`src/rtl/core/multi_slot_countdown_timer_macros.svh`:
```
// Assertion macros for the multi-slot countdown timer.
`ifndef MULTI_SLOT_COUNTDOWN_TIMER_MACROS_SVH
`define MULTI_SLOT_COUNTDOWN_TIMER_MACROS_SVH

`ifndef ASSERT_OFF
// Check a property on every rising edge outside reset.
`define MSCT_ASSERT(label, clk, rstn, prop, msg) \
    label: assert property (@(posedge clk) disable iff (!rstn) (prop)) else $error(msg);
// Check that a condition holds in the cycle after a trigger.
`define MSCT_ASSERT_NEXT(label, clk, rstn, ante, cons, msg) \
    label: assert property (@(posedge clk) disable iff (!rstn) (ante) |=> (cons)) \
        else $error(msg);
`else
`define MSCT_ASSERT(label, clk, rstn, prop, msg)
`define MSCT_ASSERT_NEXT(label, clk, rstn, ante, cons, msg)
`endif

`endif

```
`src/rtl/core/msct_pkg.sv`:
```
// Shared types, codes and widths of the multi-slot countdown timer.
package msct_pkg;

    localparam int SLOTS_DEF      = 16;
    localparam int OWNER_BITS_DEF = 8;
    localparam int QUEUE_DEPTH    = 2;

    localparam int CMD_W   = 3;
    localparam int OWNER_W = 8;
    localparam int DUR_W   = 32;
    localparam int TAG_W   = 8;
    localparam int ID_W    = 5;

    localparam int S_TDATA_W = 56;
    localparam int M_TDATA_W = 56;
    localparam int M_PAD_W   = M_TDATA_W - (1 + ID_W + DUR_W + OWNER_W + TAG_W);

    localparam logic [CMD_W-1:0] CMD_START    = 3'd0;
    localparam logic [CMD_W-1:0] CMD_TICK     = 3'd1;
    localparam logic [CMD_W-1:0] CMD_STOP_ID  = 3'd2;
    localparam logic [CMD_W-1:0] CMD_STOP_OWN = 3'd3;
    localparam logic [CMD_W-1:0] CMD_REMAIN   = 3'd4;
    localparam logic [CMD_W-1:0] CMD_CONTAINS = 3'd5;
    // internal code for the unused command values
    localparam logic [CMD_W-1:0] CMD_NONE     = 3'd6;

    // input item as it sits in s_tdata, lowest field last
    typedef struct packed {
        logic [ID_W-1:0]    timer_id;
        logic [TAG_W-1:0]   tag;
        logic [DUR_W-1:0]   duration;
        logic [OWNER_W-1:0] owner;
        logic [CMD_W-1:0]   command;
    } msct_in_t;

    // classified command as held in the queue
    typedef struct packed {
        logic [CMD_W-1:0]   op;
        logic [OWNER_W-1:0] owner;
        logic [DUR_W-1:0]   duration;
        logic [TAG_W-1:0]   tag;
        logic [ID_W-1:0]    timer_id;
        logic               id_ok;
    } msct_cmd_t;

    // one result item
    typedef struct packed {
        logic               ok;
        logic [ID_W-1:0]    id;
        logic [DUR_W-1:0]   remaining;
        logic [OWNER_W-1:0] owner;
        logic [TAG_W-1:0]   tag;
        logic               expired;
    } msct_res_t;

    // result item as it sits in m_tdata, lowest field last
    typedef struct packed {
        logic [M_PAD_W-1:0] pad;
        logic [TAG_W-1:0]   tag;
        logic [OWNER_W-1:0] owner;
        logic [DUR_W-1:0]   remaining;
        logic [ID_W-1:0]    id;
        logic               ok;
    } msct_out_t;

endpackage

```
`src/rtl/core/multi_slot_countdown_timer.sv`:
```
// Top level of the multi-slot countdown timer.
//
// Table of SLOTS one-shot countdown timers, ids 1..SLOTS, driven by command items.
// Input channel s_*: one command item per handshake (start, tick, stop id,
// stop owner, remaining-time query, owner-and-tag query).
// Result channel m_*: one result item per command, or one item per expired
// timer for a tick in ascending id order; m_tlast marks the final item of a
// command and m_tuser flags an expiry report.
// Flow: a command sits in a two-entry queue, then the executor scans all
// slots one per cycle through the slot memory while its scan is not paused;
// the slot scan sets how long a command takes.
// A stalled receiver holds the result register; a tick that has a second
// expiry to report then pauses its scan until the register frees up, and
// the queue keeps taking commands until it fills.
// Reset (aresetn low, synchronous) frees every timer and empties the queue
// and the result register; slot contents are written before use.
`include "multi_slot_countdown_timer_macros.svh"

module multi_slot_countdown_timer import msct_pkg::*; #(
    parameter int SLOTS      = SLOTS_DEF,
    parameter int OWNER_BITS = OWNER_BITS_DEF
) (
    input  logic                 aclk,
    input  logic                 aresetn,
    input  logic                 s_tvalid,
    output logic                 s_tready,
    // command[2:0], owner[10:3], duration[42:11], tag[50:43], timer_id[55:51]
    input  logic [S_TDATA_W-1:0] s_tdata,
    output logic                 m_tvalid,
    input  logic                 m_tready,
    // ok[0], result_id[5:1], remaining[37:6], result_owner[45:38],
    // result_tag[53:46], zero fill[55:54]
    output logic [M_TDATA_W-1:0] m_tdata,
    // expired[0]
    output logic                 m_tuser,
    output logic                 m_tlast
);

    logic      push_valid, push_ready;
    msct_cmd_t push_cmd;
    logic      q_valid, q_ready;
    msct_cmd_t q_cmd;
    msct_res_t out_res;
    msct_out_t out_word;

    // unpack and classify each item before it is queued
    msct_front #(
        .SLOTS(SLOTS)
    ) u_front (
        .s_tvalid  (s_tvalid),
        .s_tready  (s_tready),
        .s_tdata   (s_tdata),
        .push_valid(push_valid),
        .push_ready(push_ready),
        .push_cmd  (push_cmd)
    );

    // decouple acceptance from execution
    msct_queue u_queue (
        .aclk      (aclk),
        .aresetn   (aresetn),
        .push_valid(push_valid),
        .push_ready(push_ready),
        .push_cmd  (push_cmd),
        .pop_valid (q_valid),
        .pop_ready (q_ready),
        .pop_cmd   (q_cmd)
    );

    // scan the table and drive the registered result
    msct_exec #(
        .SLOTS     (SLOTS),
        .OWNER_BITS(OWNER_BITS)
    ) u_exec (
        .aclk     (aclk),
        .aresetn  (aresetn),
        .cmd_valid(q_valid),
        .cmd_ready(q_ready),
        .cmd      (q_cmd),
        .m_valid  (m_tvalid),
        .m_ready  (m_tready),
        .m_res    (out_res),
        .m_last   (m_tlast)
    );

    // pack the result fields, lowest field in the lowest bits
    always_comb begin
        out_word.pad       = '0;
        out_word.tag       = out_res.tag;
        out_word.owner     = out_res.owner;
        out_word.remaining = out_res.remaining;
        out_word.id        = out_res.id;
        out_word.ok        = out_res.ok;
    end

    assign m_tdata = M_TDATA_W'(out_word);
    assign m_tuser = out_res.expired;

    // an expiry report always succeeds and carries no remaining time
    `MSCT_ASSERT(a_expiry_fields, aclk, aresetn, (m_tvalid && m_tuser) |-> (out_res.ok && out_res.remaining == '0), "expiry report with bad fields")
    // only tick expiries produce more than one result per command
    `MSCT_ASSERT(a_multi_only_tick, aclk, aresetn, (m_tvalid && !m_tlast) |-> m_tuser, "non-final result that is not an expiry")
    // a command taken from the queue keeps the executor busy for the next cycle
    `MSCT_ASSERT_NEXT(a_pop_busy, aclk, aresetn, (q_valid && q_ready), !q_ready, "executor took two commands back to back")

endmodule

```
`src/rtl/core/msct_front.sv`:
```
// Front end: unpack and classify input items for the command queue.
module msct_front import msct_pkg::*; #(
    parameter int SLOTS = SLOTS_DEF
) (
    input  logic                 s_tvalid,
    output logic                 s_tready,
    input  logic [S_TDATA_W-1:0] s_tdata,
    output logic                 push_valid,
    input  logic                 push_ready,
    output msct_cmd_t            push_cmd
);

    msct_in_t in_item;

    assign in_item    = msct_in_t'(s_tdata);
    assign push_valid = s_tvalid;
    assign s_tready   = push_ready;

    always_comb begin
        push_cmd.owner    = in_item.owner;
        push_cmd.duration = in_item.duration;
        push_cmd.tag      = in_item.tag;
        push_cmd.timer_id = in_item.timer_id;
        // id names a slot only when it is nonzero and within the table
        push_cmd.id_ok    = (in_item.timer_id != '0) &&
                            (32'(in_item.timer_id) <= 32'(SLOTS));
        case (in_item.command)
            CMD_START, CMD_TICK, CMD_STOP_ID, CMD_STOP_OWN, CMD_REMAIN,
            CMD_CONTAINS: begin
                push_cmd.op = in_item.command;
            end
            default: begin
                push_cmd.op = CMD_NONE;
            end
        endcase
    end

endmodule

```
`src/rtl/core/msct_queue.sv`:
```
// Short command queue between the front end and the executor.
module msct_queue import msct_pkg::*; (
    input  logic      aclk,
    input  logic      aresetn,
    input  logic      push_valid,
    output logic      push_ready,
    input  msct_cmd_t push_cmd,
    output logic      pop_valid,
    input  logic      pop_ready,
    output msct_cmd_t pop_cmd
);

    localparam int PW = (QUEUE_DEPTH > 1) ? $clog2(QUEUE_DEPTH) : 1;
    localparam int NW = $clog2(QUEUE_DEPTH + 1);

    msct_cmd_t         entry_reg [QUEUE_DEPTH];
    logic [PW-1:0]     wr_ptr_reg, wr_ptr_next;
    logic [PW-1:0]     rd_ptr_reg, rd_ptr_next;
    logic [NW-1:0]     count_reg, count_next;
    logic              do_push, do_pop;

    assign push_ready = (count_reg != NW'(QUEUE_DEPTH));
    assign pop_valid  = (count_reg != '0);
    assign pop_cmd    = entry_reg[rd_ptr_reg];
    assign do_push    = push_valid && push_ready;
    assign do_pop     = pop_valid && pop_ready;

    always_comb begin
        wr_ptr_next = wr_ptr_reg;
        rd_ptr_next = rd_ptr_reg;
        count_next  = count_reg;
        if (do_push) begin
            wr_ptr_next = (32'(wr_ptr_reg) == QUEUE_DEPTH - 1) ? '0 : wr_ptr_reg + 1'b1;
        end
        if (do_pop) begin
            rd_ptr_next = (32'(rd_ptr_reg) == QUEUE_DEPTH - 1) ? '0 : rd_ptr_reg + 1'b1;
        end
        if (do_push && !do_pop) begin
            count_next = count_reg + 1'b1;
        end else if (do_pop && !do_push) begin
            count_next = count_reg - 1'b1;
        end
    end

    always_ff @(posedge aclk) begin
        if (!aresetn) begin
            wr_ptr_reg <= '0;
            rd_ptr_reg <= '0;
            count_reg  <= '0;
        end else begin
            wr_ptr_reg <= wr_ptr_next;
            rd_ptr_reg <= rd_ptr_next;
            count_reg  <= count_next;
        end
    end

    always_ff @(posedge aclk) begin
        if (do_push) begin
            entry_reg[wr_ptr_reg] <= push_cmd;
        end
    end

endmodule

```
`src/rtl/core/msct_exec.sv`:
```
// Executor: scans the timer table one slot a cycle while its scan is not paused, and issues results.
module msct_exec import msct_pkg::*; #(
    parameter int SLOTS      = SLOTS_DEF,
    parameter int OWNER_BITS = OWNER_BITS_DEF
) (
    input  logic      aclk,
    input  logic      aresetn,
    input  logic      cmd_valid,
    output logic      cmd_ready,
    input  msct_cmd_t cmd,
    output logic      m_valid,
    input  logic      m_ready,
    output msct_res_t m_res,
    output logic      m_last
);

    localparam int SW = (SLOTS > 1) ? $clog2(SLOTS) : 1;
    localparam int CW = $clog2(SLOTS + 1);
    localparam int OW = (OWNER_BITS < OWNER_W) ? OWNER_BITS : OWNER_W;

    localparam logic [1:0] ST_IDLE = 2'd0;
    localparam logic [1:0] ST_SCAN = 2'd1;
    localparam logic [1:0] ST_DONE = 2'd2;

    logic [1:0]       state_reg, state_next;
    msct_cmd_t        cur_reg, cur_next;
    logic [CW-1:0]    cnt_reg, cnt_next;
    logic             ev_valid_reg, ev_valid_next;
    logic [SW-1:0]    ev_idx_reg, ev_idx_next;
    logic [SLOTS-1:0] act_reg, act_next;
    logic             found_reg, found_next;
    msct_res_t        hold_reg, hold_next;
    logic             m_valid_reg, m_valid_next;
    msct_res_t        m_res_reg, m_res_next;
    logic             m_last_reg, m_last_next;

    logic [DUR_W-1:0] rem_mem [SLOTS];
    logic [OW-1:0]    own_mem [SLOTS];
    logic [TAG_W-1:0] tag_mem [SLOTS];
    logic [DUR_W-1:0] rd_rem_reg;
    logic [OW-1:0]    rd_own_reg;
    logic [TAG_W-1:0] rd_tag_reg;

    logic             out_free, adv, rd_en, wr_all, wr_rem;
    logic             ev_act, own_eq, tag_eq, expire, id_hit, need_push;
    logic [OW-1:0]    own_in;
    logic [DUR_W-1:0] wr_rem_val;
    logic [31:0]      ev_id;
    logic             issue;

    assign out_free  = !m_valid_reg || m_ready;
    assign ev_act    = act_reg[ev_idx_reg];
    assign own_in    = cur_reg.owner[OW-1:0];
    assign own_eq    = (rd_own_reg == own_in);
    assign tag_eq    = (rd_tag_reg == cur_reg.tag);
    assign expire    = (rd_rem_reg <= cur_reg.duration);
    assign ev_id     = 32'(ev_idx_reg) + 32'd1;
    assign id_hit    = cur_reg.id_ok && (ev_id == 32'(cur_reg.timer_id));
    // a second expiry pushes the one held back before it
    assign need_push = ev_valid_reg && (cur_reg.op == CMD_TICK) && ev_act && expire &&
                       hold_reg.expired;
    assign adv       = !need_push || out_free;
    assign issue     = cnt_reg < CW'(SLOTS);
    assign rd_en     = (state_reg == ST_SCAN) && adv && issue;

    assign cmd_ready = (state_reg == ST_IDLE);
    assign m_valid   = m_valid_reg;
    assign m_res     = m_res_reg;
    assign m_last    = m_last_reg;

    always_comb begin
        state_next    = state_reg;
        cur_next      = cur_reg;
        cnt_next      = cnt_reg;
        ev_valid_next = ev_valid_reg;
        ev_idx_next   = ev_idx_reg;
        act_next      = act_reg;
        found_next    = found_reg;
        hold_next     = hold_reg;
        m_valid_next  = m_valid_reg && !m_ready;
        m_res_next    = m_res_reg;
        m_last_next   = m_last_reg;
        wr_all        = 1'b0;
        wr_rem        = 1'b0;
        wr_rem_val    = cur_reg.duration;

        case (state_reg)
            ST_IDLE: begin
                if (cmd_valid) begin
                    cur_next      = cmd;
                    cnt_next      = '0;
                    ev_valid_next = 1'b0;
                    found_next    = 1'b0;
                    hold_next     = '0;
                    state_next    = ST_SCAN;
                end
            end
            ST_SCAN: begin
                if (adv) begin
                    if (issue) begin
                        ev_valid_next = 1'b1;
                        ev_idx_next   = cnt_reg[SW-1:0];
                        cnt_next      = cnt_reg + 1'b1;
                    end else begin
                        ev_valid_next = 1'b0;
                        state_next    = ST_DONE;
                    end
                    if (ev_valid_reg) begin
                        case (cur_reg.op)
                            CMD_START: begin
                                if (!ev_act && !found_reg) begin
                                    act_next[ev_idx_reg] = 1'b1;
                                    wr_all               = 1'b1;
                                    wr_rem               = 1'b1;
                                    found_next           = 1'b1;
                                    hold_next.ok         = 1'b1;
                                    hold_next.id         = ID_W'(ev_id);
                                end
                            end
                            CMD_TICK: begin
                                if (ev_act && expire) begin
                                    act_next[ev_idx_reg] = 1'b0;
                                    if (hold_reg.expired) begin
                                        m_valid_next = 1'b1;
                                        m_res_next   = hold_reg;
                                        m_last_next  = 1'b0;
                                    end
                                    hold_next.ok        = 1'b1;
                                    hold_next.id        = ID_W'(ev_id);
                                    hold_next.remaining = '0;
                                    hold_next.owner     = OWNER_W'(rd_own_reg);
                                    hold_next.tag       = rd_tag_reg;
                                    hold_next.expired   = 1'b1;
                                end else if (ev_act) begin
                                    wr_rem     = 1'b1;
                                    wr_rem_val = rd_rem_reg - cur_reg.duration;
                                end
                            end
                            CMD_STOP_ID: begin
                                if (ev_act && id_hit) begin
                                    act_next[ev_idx_reg] = 1'b0;
                                    hold_next.ok         = 1'b1;
                                end
                            end
                            CMD_STOP_OWN: begin
                                if (ev_act && own_eq) begin
                                    act_next[ev_idx_reg] = 1'b0;
                                    hold_next.ok         = 1'b1;
                                end
                            end
                            CMD_REMAIN: begin
                                if (ev_act && id_hit) begin
                                    hold_next.ok        = 1'b1;
                                    hold_next.remaining = rd_rem_reg;
                                end
                            end
                            CMD_CONTAINS: begin
                                if (ev_act && own_eq && tag_eq) begin
                                    hold_next.ok = 1'b1;
                                end
                            end
                            default: begin
                            end
                        endcase
                    end
                end
            end
            ST_DONE: begin
                // final result of the item, or the empty result
                if (out_free) begin
                    m_valid_next = 1'b1;
                    m_res_next   = hold_reg;
                    m_last_next  = 1'b1;
                    state_next   = ST_IDLE;
                end
            end
            default: begin
                state_next = ST_IDLE;
            end
        endcase
    end

    always_ff @(posedge aclk) begin
        if (!aresetn) begin
            state_reg    <= ST_IDLE;
            ev_valid_reg <= 1'b0;
            act_reg      <= '0;
            m_valid_reg  <= 1'b0;
            cnt_reg      <= '0;
            found_reg    <= 1'b0;
        end else begin
            state_reg    <= state_next;
            ev_valid_reg <= ev_valid_next;
            act_reg      <= act_next;
            m_valid_reg  <= m_valid_next;
            cnt_reg      <= cnt_next;
            found_reg    <= found_next;
        end
    end

    always_ff @(posedge aclk) begin
        cur_reg    <= cur_next;
        ev_idx_reg <= ev_idx_next;
        hold_reg   <= hold_next;
        m_res_reg  <= m_res_next;
        m_last_reg <= m_last_next;
    end

    // slot storage: one write at the slot under evaluation, one read ahead of it
    always_ff @(posedge aclk) begin
        if (wr_rem) begin
            rem_mem[ev_idx_reg] <= wr_rem_val;
        end
        if (wr_all) begin
            own_mem[ev_idx_reg] <= own_in;
            tag_mem[ev_idx_reg] <= cur_reg.tag;
        end
        if (rd_en) begin
            rd_rem_reg <= rem_mem[cnt_reg[SW-1:0]];
            rd_own_reg <= own_mem[cnt_reg[SW-1:0]];
            rd_tag_reg <= tag_mem[cnt_reg[SW-1:0]];
        end
    end

endmodule
```
`config.mk`:
```
export PLATFORM = sky130hd
export DESIGN_NAME = multi_slot_countdown_timer
export DESIGN_NICKNAME = d
export VERILOG_FILES = /design/src/rtl/core/msct_pkg.sv /design/src/rtl/core/multi_slot_countdown_timer.sv /design/src/rtl/core/msct_front.sv /design/src/rtl/core/msct_queue.sv /design/src/rtl/core/msct_exec.sv
export VERILOG_INCLUDE_DIRS = /design/src /design/src/rtl/core
export SDC_FILE = /design/constraint.sdc
export NUM_CORES = 1
export LEC_CHECK = 0
export BUFFER_PORTS_ARGS = -buffer_cell sky130_fd_sc_hd__buf_2
export CORE_UTILIZATION = 55
export CTS_CLUSTER_DIAMETER = 40
export DETAILED_ROUTE_END_ITERATION = 8
export PLACE_DENSITY_LB_ADDON = 0.12
export SLEW_MARGIN = 25
export SYNTH_ARGS = -nofsm -noshare
export SYNTH_HDL_FRONTEND = slang
export SYNTH_SLANG_ARGS = --single-unit
```
`constraint.sdc`:
```
create_clock -name aclk -period 7.6 [get_ports aclk]
set_clock_uncertainty 0.05 [all_clocks]
set_input_delay 0.76 -clock aclk [delete_from_list [all_inputs] [get_ports aclk]]
set_output_delay 0.76 -clock aclk [all_outputs]
set_load 0.05 [all_outputs]
```
==> flow_summary.ini, run 1 <==
[setup_path]
end_kind = register
criticalPathCategory = reg -> reg
worstPathArrival_ns = 4.63
worstPathMaxFanout = 45
crit_path_frequent_cell = inv_1
timing.critical_path.cells = inv_1, ha_1, inv_1, fa_1, a21oi_2, o22ai_2, a2111oi_4, o21ai_2, a211oi_4, or3_2, buf_4, nor4_1, nand3b_1
cpMaxStageDelayCell = nand3b_1
startpoint_type = register
crit_family = compound AO/OA/AOI/OAI gates
crit_required_ns = 7.78
slowest_delay_ns = 0.59
critPathBufInv = 3

[timing]
hold_viol_final = 0
finalCritPeriodShare_pct = 58.54
slew_headroom_pct = 31.62
rsz0062_at_grt = false
period_minus_slack_ns = 4.449
slew_violations = 0
setup_tns_ns = 0
hold_ws_ns = 0.1921
setup_viol = 0
max_freq_mhz = 224.8
worst-slew-pin-transition_ns = 1.026

[synth]
synthXorXnorAreaFrac_pct = 1.004
synth_compound_area_share_pct = 2.803
synthSimpleGateAreaFrac_pct = 3.576
synth_area_per_cell_um2 = 20.25
synth_adder_area_share_pct = 1.197
synth-edff-count = 1102
ys_ff_latch = 1132
yosys_most_used_dff = edfxtp_1
syn-cell-area_um2 = 44510
async_reset_ff_share_pct = 0
synthCells = 2198
synth-warning-count = 0
ys_types = 69
synth_seq_area_share_pct = 75.69
synth_top_family_by_area = multiplexers
synth_mux_area_share_pct = 14.38

[detailed_routing]
vias = 22210
wl_per_cell_um = 27.84
drc = 0
wirelength_mm = 100.0
drt_iter0_drc = 2436
first_pass_iters = 6
ant_nets = 0
vias_per_cell = 6.183

[power]
p_switching_mw = 5.169
sequentialPowerShare_pct = 46.4
p_int_mw = 13.51
p_per_area_nw_per_um2 = 362.7
pwr-share-clk_pct = 34.8
fin_total_pwr_mw = 18.68
ir_drop_v = 0.0002228
leakagePower_nw = 16.64
power.share.switching_pct = 27.68
comb_power_share_pct = 18.7

[clock_network]
clock_path_buffers = 3
path_clk_slew_ns = 0.06
cts.hold.buffers_added = 0
cts-root-buf = clkbuf_16
cts.sinks = 1132
clk_latency_ns = 0.71
numCtsBuffers = 137
cts_tree = built
cts_resized = 0
post_cts_buffers = 0
htreeDepth = 4

[finish]
syn_to_final_growth_pct = 15.67
largest_reg_flops = 512
final_nets = 2538
drive_gt1_share_pct = 30.06
stdcell_count = 3592
largestRegisters = u_exec.rem_mem (512), u_exec.own_mem (128), u_exec.tag_mem (128)
top_register = u_exec.rem_mem
diodes = 0

[grt]
top_usage_layer = met1
grt_pass1_vias = 22820
grt_use_total_pct = 24.96
overflow = 0
grt_max_degree = 92
antenna_found_initial = 7
grt.met2_usage_pct = 36.90
met3_usage_pct = 6.391
grt_pass1_wl_mm = 146.9
met1_usage_pct = 37.65

[floorplan]
die_h_um = 286.5
initial_utilization_pct = 55.98
core_um2 = 79520
fp.dieW_um = 286.5
dieArea_um2 = 82070
num_rows = 103
io_pins = 120

[placement]
io_buffers = 117
hpwl_mm = 57.61
place.gp.congestion = 0.8500
dpl.cell_count = 3347

[run]
maxCapViolCount = 0

[outcome]
outcome = completed

[min_path]
hold_class = in -> reg
==> layer usage <==
| metal | wire length, um | up-vias |
|---|---|---|
| li1 | - | 9418 |
| met1 | 43320 | 11670 |
| met2 | 45570 | 992 |
| met3 | 9589 | 127 |
| met4 | 1526 | 0 |
| met5 | 0 | - |
==> stage by stage <==
| stage | instance area, um2 | utilization [%] | worst slack [ns] |
|---|---|---|---|
| final | 51490 | 64.75 | 3.151 |
| after floorplan | 44520 | - | 2.187 |
| after global placement | 46870 | 58.94 | 3.002 |
| after detailed placement | 46880 | 58.96 | 2.945 |
| after global routing | 51490 | 64.75 | 2.904 |
| after CTS | 51460 | 64.72 | 2.929 |
==> cells by family after synthesis <==
group | Yosys count
mux | 327
fa+ha+maj | 42
compound gates | 188
other cells | 1
flops | 1132
buf+inv | 154
xor+xnor | 51
simple gates | 303
==> power groups by stage <==
stage	Combinational [mW]	Sequential, mW	Clock [mW]
after floorplan	2.49	8.50	0
final	3.50	8.67	6.50
after CTS	3.49	8.67	6.61
after global routing	3.80	8.74	6.86
after global placement	3.39	8.75	0
after detailed placement	3.46	8.78	0
==> final cells by class <==
| type | instances | area, um2 |
|---|---|---|
| multi-input cells | 913 | 10480 |
| fillers | 5248 | 28030 |
| inverters | 53 | 198.9 |
| repair buffers | 199 | 1217 |
| clock buffers | 160 | 3536 |
| flip-flops and latches | 1132 | 33710 |
| clock inverters | 85 | 1040 |
| well taps | 1050 | 1314 |
==> synthesized netlist by cell type (3+ instances only) <==
cell	n	share of area, %
nand4_1	9	0.13
inv_1	53	0.45
a21oi_1	55	0.62
nand2_1	90	0.76
mux2_2	59	1.5
edfxtp_1	1102	74
nor4_1	9	0.13
dfxtp_1	30	1.3
a211oi_1	6	0.10
buf_2	9	0.10
nand2b_1	5	0.070
o21a_1	6	0.10
a31oi_1	5	0.070
o31a_1	3	0.059
nor2b_1	11	0.15
nor2_1	60	0.51
nor4_2	11	0.31
a22o_1	3	0.059
buf_1	21	0.18
o211ai_1	7	0.12
nor3_1	10	0.11
or3_1	4	0.056
a21o_1	12	0.20
o2111ai_1	4	0.079
xor2_1	24	0.47
mux2i_1	24	0.54
nand3_1	12	0.13
o21bai_1	3	0.051
ha_1	41	1.2
clkbuf_1	69	0.58
mux4_2	244	12
and3_1	7	0.098
o21ai_0	50	0.56
nand3b_1	4	0.067
xnor2_1	27	0.53
o31ai_1	4	0.067
and2_1	57	0.80
==> final timing paths <==
path / endpoint / cells after the start / slack (ns) / from
min: u_queue.entry_reg[0][10] / 1 / 0.19 / s_tdata[47]
min reg2reg: u_exec.m_res[8] / 0 / 0.36 / u_exec.hold_reg[8]
max reg2reg: u_exec.rem_mem[0][29] / 13 / 3.15 / u_exec.rd_rem_reg[0]
max: u_exec.rem_mem[0][29] / 13 / 3.15 / u_exec.rd_rem_reg[0]
==> cell usage in the layout, fill, tap and decap left out, types with 7 or more instances in the layout <==
cell        count
nand4_1         9
nor2b_1        10
clkbuf_16     138
nand3_1        11
mux2i_1        24
buf_4          80
a21oi_4        17
nand2_1        90
ha_1           41
clkinv_2       12
nor4_1          9
clkbuf_1       22
o211ai_1        7
a21oi_1        38
buf_2         117
and2_1         57
nor3_1          8
nor4_2         10
mux4_2        244
clkinv_1       19
inv_1          52
edfxtp_1     1102
a21o_1         12
dfxtp_1        25
xor2_1         24
bufinv_16      19
mux2_2         59
nor2_1         58
o21ai_0        47
clkinvlp_4      7
inv_6          17
xnor2_1        27
Power figures use the tool's default switching activity.
==> run 2: changes to the inputs <==
==> constraint.sdc (replaced) <==
create_clock -name aclk -period 4.4 [get_ports aclk]
set_clock_uncertainty 0.05 [all_clocks]
set_input_delay 0.44 -clock aclk [delete_from_list [all_inputs] [get_ports aclk]]
set_output_delay 0.44 -clock aclk [all_outputs]
set_load 0.05 [all_outputs]
==> run 2 against run 1 <==
  * Wire length is 1.9% lower
  * Combinational power increased by 81%
  * Critical path type unchanged
  * Die area is the same
  * Non-clock buffer count is 71 higher
  * Clock-buffer cell count is 2 higher
  * Largest power group unchanged
  * Highest routed layer unchanged
  * Critical endpoint is now u_exec.rem_mem[0][26]
  * Design area is 1.7% higher
==> flow_summary.ini, run 2 (synthesis results as in run 1) <==
[timing]
worst-slew-pin-transition_ns = 1.024
finalCritPeriodShare_pct = 94.70
setup_viol = 0
hold_viol_final = 0
setup_tns_ns = 0
period_minus_slack_ns = 4.167
slew_headroom_pct = 29.94
hold_ws_ns = 0.08676
max_freq_mhz = 240.0
rsz0062_at_grt = false
slew_violations = 0

[clock_network]
path_clk_slew_ns = 0.06
htreeDepth = 4
cts.sinks = 1132
numCtsBuffers = 138
clock_path_buffers = 3
cts_tree = built
clk_latency_ns = 0.72
post_cts_buffers = 0
cts-root-buf = clkbuf_16
cts_resized = 0

[finish]
fin_util_pct = 65.85
finalInstanceArea_um2 = 52360
syn_to_final_growth_pct = 17.64
drive_gt1_share_pct = 30.26
largestRegisters = u_exec.rem_mem (512), u_exec.own_mem (128), u_exec.tag_mem (128)
final_nets = 2610
top_register = u_exec.rem_mem
largest_reg_flops = 512
final_cell_mix = edfxtp_1, mux4_2, clkbuf_16
nFillCells = 5137
layout_commonest_cell = edfxtp_1

[setup_path]
cp.depth = 13
worstSetupEndpoint = u_exec.rem_mem[0][26]
critPathBufInv = 3
startpoint_type = register
regToRegSetupSlack_ns = 0.23
reg2regPathDepth = 13
reg2reg_to = u_exec.rem_mem[0][26]
timing.critical_path.cells = inv_1, ha_1, inv_1, fa_1, a21oi_2, o22ai_2, a211o_1, a2111oi_0, o31ai_1, a21oi_1, xnor2_1, o21ai_0, buf_4
cpMaxStageDelayCell = a2111oi_0
worstPathMaxFanout = 16
worstPathArrival_ns = 4.56
crit_family = compound AO/OA/AOI/OAI gates
end_kind = register
crit_start = u_exec.rd_rem_reg[0]
criticalPathCategory = reg -> reg
crit_path_frequent_cell = inv_1
crit_required_ns = 4.79
r2r_start = u_exec.rd_rem_reg[0]
slowest_delay_ns = 0.90

[power]
ir_drop_v = 0.0003985
p_per_area_nw_per_um2 = 622.5
leakagePower_nw = 16.99

[floorplan]
die_h_um = 286.5
initial_utilization_pct = 55.98
fp.dieW_um = 286.5
io_pins = 120
core_um2 = 79520
dieArea_um2 = 82070
num_rows = 103

[detailed_routing]
vias = 22370
drc = 0
vias_per_cell = 6.091
wirelength_mm = 98.12
wl_per_cell_um = 26.71
drt_iter0_drc = 2159
first_pass_iters = 5
ant_nets = 0

[grt]
grt_pass1_vias = 22960
antenna_found_initial = 8
overflow = 0
grt_max_degree = 87
grt_use_total_pct = 24.51
grt_pass1_wl_mm = 145.8

[placement]
placed_area_um2 = 47180
hpwl_mm = 58.14
io_buffers = 117
place.gp.congestion = 0.8657

[outcome]
outcome = completed

[run]
maxCapViolCount = 0

[min_path]
worstHoldStart = s_tdata[0]
hold_class = in -> reg
==> run 2: changes by cell type in the layout (fill, tap and decap cells not counted), moves of 4 or more <==
cell | previous run | this run
bufinv_16 | 19 | 15
buf_12 | 1 | 14
clkinv_2 | 12 | 20
clkinvlp_4 | 7 | 13
dlygate4sd3_1 | 0 | 55
buf_4 | 80 | 84
==> run 2: stage by stage <==
step / instances / worst slack (ns) / power, mW
after detailed placement: 3363 / 0.2117 / 21.45
after CTS: 3671 / 0.2012 / 32.78
final: 3673 / 0.2331 / 32.60
after global placement: 3363 / 0.3922 / 21.30
after global routing: 3671 / 0.04412 / 33.84
after floorplan: 2199 / -0.07063 / 18.98
==> run 2: routing by layer <==
metal  vias to the layer above  part of all wire [%]  global-route usage [%]  wire (um)
li1                       9593                     -                       -          -
met1                     11780                    45                   38.04      44290
met2                       854                    46                   36.57      44980
met3                       143                   7.3                   3.983       7135
met4                         0                   1.7                   6.484       1714
met5                         -                     0                       0          0
==> run 2: how the worst min path moves through the flow <==
stage	cells after the start	slack, ns	endpoint
6_report	2	0.09	u_queue.entry_reg[1][54]
5_1_grt	2	0.06	u_queue.entry_reg[0][54]
3_3_place_gp	0	0.35	u_exec.m_res[42]
4_1_cts	2	0.04	u_queue.entry_reg[1][54]
2_1_floorplan	0	0.35	u_exec.m_res[10]
3_5_place_dp	0	0.35	u_exec.m_res[42]
==> run 2: final cells by class <==
| cell class | count | area, um2 | area share [%] |
|---|---|---|---|
| flip-flops and latches | 1132 | 33710 | 64.37 |
| inverters | 53 | 198.9 | 0.3799 |
| repair buffers | 270 | 2047 | 3.909 |
| multi-input cells | 913 | 10480 | 20.00 |
| well taps | 1050 | 1314 | 2.509 |
| clock buffers | 162 | 3586 | 6.848 |
| diodes | 2 | 5.005 | 0.009558 |
| clock inverters | 91 | 1030 | 1.967 |
==> run 2: report_power, final <==
group | switching, mW | internal [mW] | total (mW)
Clock | 4.44 | 6.81 | 11.3
Combinational | 3.81 | 2.51 | 6.32
Sequential | 0.979 | 14.1 | 15.0
==> run 2: worst register-to-register path: cells and delay by family (launching register included) <==
| kind | cells | cell delay [ns] |
|---|---|---|
| xor+xnor | 1 | 0.28 |
| flops | 1 | 0.38 |
| compound gates | 7 | 2.26 |
| fa+ha+maj | 2 | 0.59 |
| buf+inv | 3 | 0.36 |
==> run 2: what timing repair did <==
item | in CTS | in global routing
endpoints found under the setup margin | 0 | 0
hold buffers | 55 | 0
endpoints found under the hold margin | 112 | 0
==> run 3: changes to the inputs <==
--- a/config.mk
+++ b/config.mk
@@ -14,4 +14,5 @@
 export SLEW_MARGIN = 25
 export SYNTH_ARGS = -nofsm -noshare
 export SYNTH_HDL_FRONTEND = slang
+export SYNTH_HIERARCHICAL = 1
 export SYNTH_SLANG_ARGS = --single-unit
==> run 3 against run 2 <==
  * Combinational power fell by 2%
  * Die area grew 0.21%
  * Register-to-register slack got worse by 0.06 ns
  * Critical path depth grew 1
  * Core utilization shrank 0.78 points
==> flow_summary.ini, run 3 <==
[timing]
finalCritPeriodShare_pct = 95.98
hold_viol_final = 0
setup_tns_ns = 0
max_freq_mhz = 236.8
slew_violations = 0
slew_headroom_pct = 32.50
period_minus_slack_ns = 4.223
rsz0062_at_grt = false
setup_viol = 0
worst_slack_ns = 0.1767
hold_ws_ns = 0.08816
worst-slew-pin-transition_ns = 1.013

[grt]
overflow = 0
grt_use_total_pct = 25.16
grt_max_degree = 100
grt_pass1_vias = 23020
grt_pass1_wl_mm = 148.3
antenna_found_initial = 1

[detailed_routing]
drt_iter0_drc = 1791
first_pass_iters = 7
drc = 0
vias = 21710
ant_nets = 0
vias_per_cell = 5.963
wl_per_cell_um = 27.56
wirelength_mm = 100.4

[clock_network]
cts.sinks = 1133
clk_latency_ns = 0.72
htreeDepth = 4
clock_path_buffers = 3
cts-root-buf = clkbuf_16
path_clk_slew_ns = 0.06
cts_tree = built
numCtsBuffers = 136

[setup_path]
startpoint_type = register
cpMaxStageDelayCell = fa_1
slowest_delay_ns = 0.42
regToRegSetupSlack_ns = 0.18
critPathBufInv = 4
worstPathMaxFanout = 62
crit_required_ns = 4.80
criticalPathCategory = reg -> reg
timing.critical_path.cells = inv_1, ha_1, inv_1, fa_1, a211oi_1, o21ai_0, a21o_1, a21oi_1, nor2_1, o21a_1, nand2_2, buf_12, o21ai_0, buf_4
end_kind = register
crit_family = compound AO/OA/AOI/OAI gates
worstPathArrival_ns = 4.62

[floorplan]
core_um2 = 80420
dieArea_um2 = 82250
num_rows = 104
initial_utilization_pct = 55.47
fp.dieW_um = 286.8
die_h_um = 286.8
io_pins = 120

[finish]
layout_commonest_cell = edfxtp_1
drive_gt1_share_pct = 30.34
final_cell_mix = edfxtp_1, mux4_2, clkbuf_16
largestRegisters = u_exec/rem_mem (512), u_exec/own_mem (128), u_exec/tag_mem (128)
largest_reg_flops = 512
fin_util_pct = 65.08
top_register = u_exec/rem_mem
diodes = 0
stdcell_count = 3641
syn_to_final_growth_pct = 17.32
final_nets = 2578
finalInstanceArea_um2 = 52330

[synth]
synthCells = 2215
synth_seq_area_share_pct = 75.58
yosysTopAreaCellShare_pct = 74.19
synthTopCellsByArea = edfxtp_1, mux4_2, mux2_2
ys_ff_latch = 1133
yosysMostFrequentCell = edfxtp_1
synth_area_per_cell_um2 = 20.14
ys_types = 66
synth_common_cells = edfxtp_1, mux4_2, clkbuf_1, nand2_1, o21ai_0
synth_top_cell_by_area = edfxtp_1
yosys_most_used_dff = edfxtp_1
synth-edff-count = 1102
synth-warning-count = 6
async_reset_ff_share_pct = 0
syn-cell-area_um2 = 44610

[power]
ir_drop_v = 0.0004241
p_per_area_nw_per_um2 = 619.3
sequentialPowerShare_pct = 46.3
fin_total_pwr_mw = 32.41
power.share.switching_pct = 27.66
leakagePower_nw = 17.04
comb_power_share_pct = 19.1
p_switching_mw = 8.964
p_int_mw = 23.45
pwr-share-clk_pct = 34.7

[placement]
placed_area_um2 = 47170
place.gp.congestion = 0.8429
io_buffers = 117
dpl.cell_count = 3342
dp_slack_ns = 0.2432
hpwl_mm = 59.08

[min_path]
hold_class = in -> reg

[outcome]
outcome = completed

[run]
maxCapViolCount = 0
## run 3: cell types whose count changed after synthesis, sizes merged, moves of 7 or more
cell	previous run	this run
buf	32	83
nand2	91	70
mux2i	24	4
o21ai	52	67
nor4	20	9
o311ai	0	11
o41ai	0	11
a21oi	57	47
nand3	12	20
a211oi	9	2
## run 3: path summary, 6_finish.rpt
check,startpoint,end,cells after the start
max reg2reg,u_exec/rd_rem_reg[0],u_exec/rem_mem[4][7],14
max,u_exec/rd_rem_reg[0],u_exec/rem_mem[4][7],14
min reg2reg,u_exec/hold_reg[3],u_exec/m_res[3],0
min,s_tdata[0],u_queue/entry_reg[0][54],2
## run 3: power groups by stage
| stage | clock (mW) | sequential (mW) | combinational, mW |
|---|---|---|---|
| 2_1_floorplan | 0 | 14.7 | 4.33 |
| 3_3_place_gp | 0 | 15.2 | 6.00 |
| 3_5_place_dp | 0 | 15.2 | 6.16 |
| 4_1_cts | 11.4 | 15.0 | 6.23 |
| 5_1_grt | 11.9 | 15.1 | 6.71 |
| 6_report | 11.2 | 15.0 | 6.18 |
## run 3: logic make-up after synthesis
kind of cell    share of synthesized area [%]
compound gates                          2.749
xor+xnor                                1.100
fa+ha+maj                               1.195
buf+inv                                 2.297
flops                                   75.58
mux                                     13.92
other cells                          0.008407
simple gates                            3.150
## run 3: what timing repair did
item / 4_1_cts / 5_1_grt
hold buffers: 56 / 0
buffers inserted: 0 / 0
resized for setup: 0 / 0
endpoints found under the hold margin: 111 / 0
## run 3: per-layer routing
metal | track usage [%] | part of all wire (%) | up-vias
met4 | 10.55 | 3.6 | 0
met3 | 3.690 | 4.3 | 176
met1 | 31.14 | 38 | 11390
met5 | 0 | 0 | -
met2 | 44.45 | 54 | 683
li1 | - | - | 9460
## run 3: layout make-up
type | count | area (um2)
inverter | 52 | 195.2
tap | 1060 | 1326
clock buffer | 159 | 3670
clock inverter | 84 | 927.1
sequential | 1133 | 33730
multi-input combinational | 877 | 10050
fill | 5301 | 28080
timing repair buffer | 276 | 2440
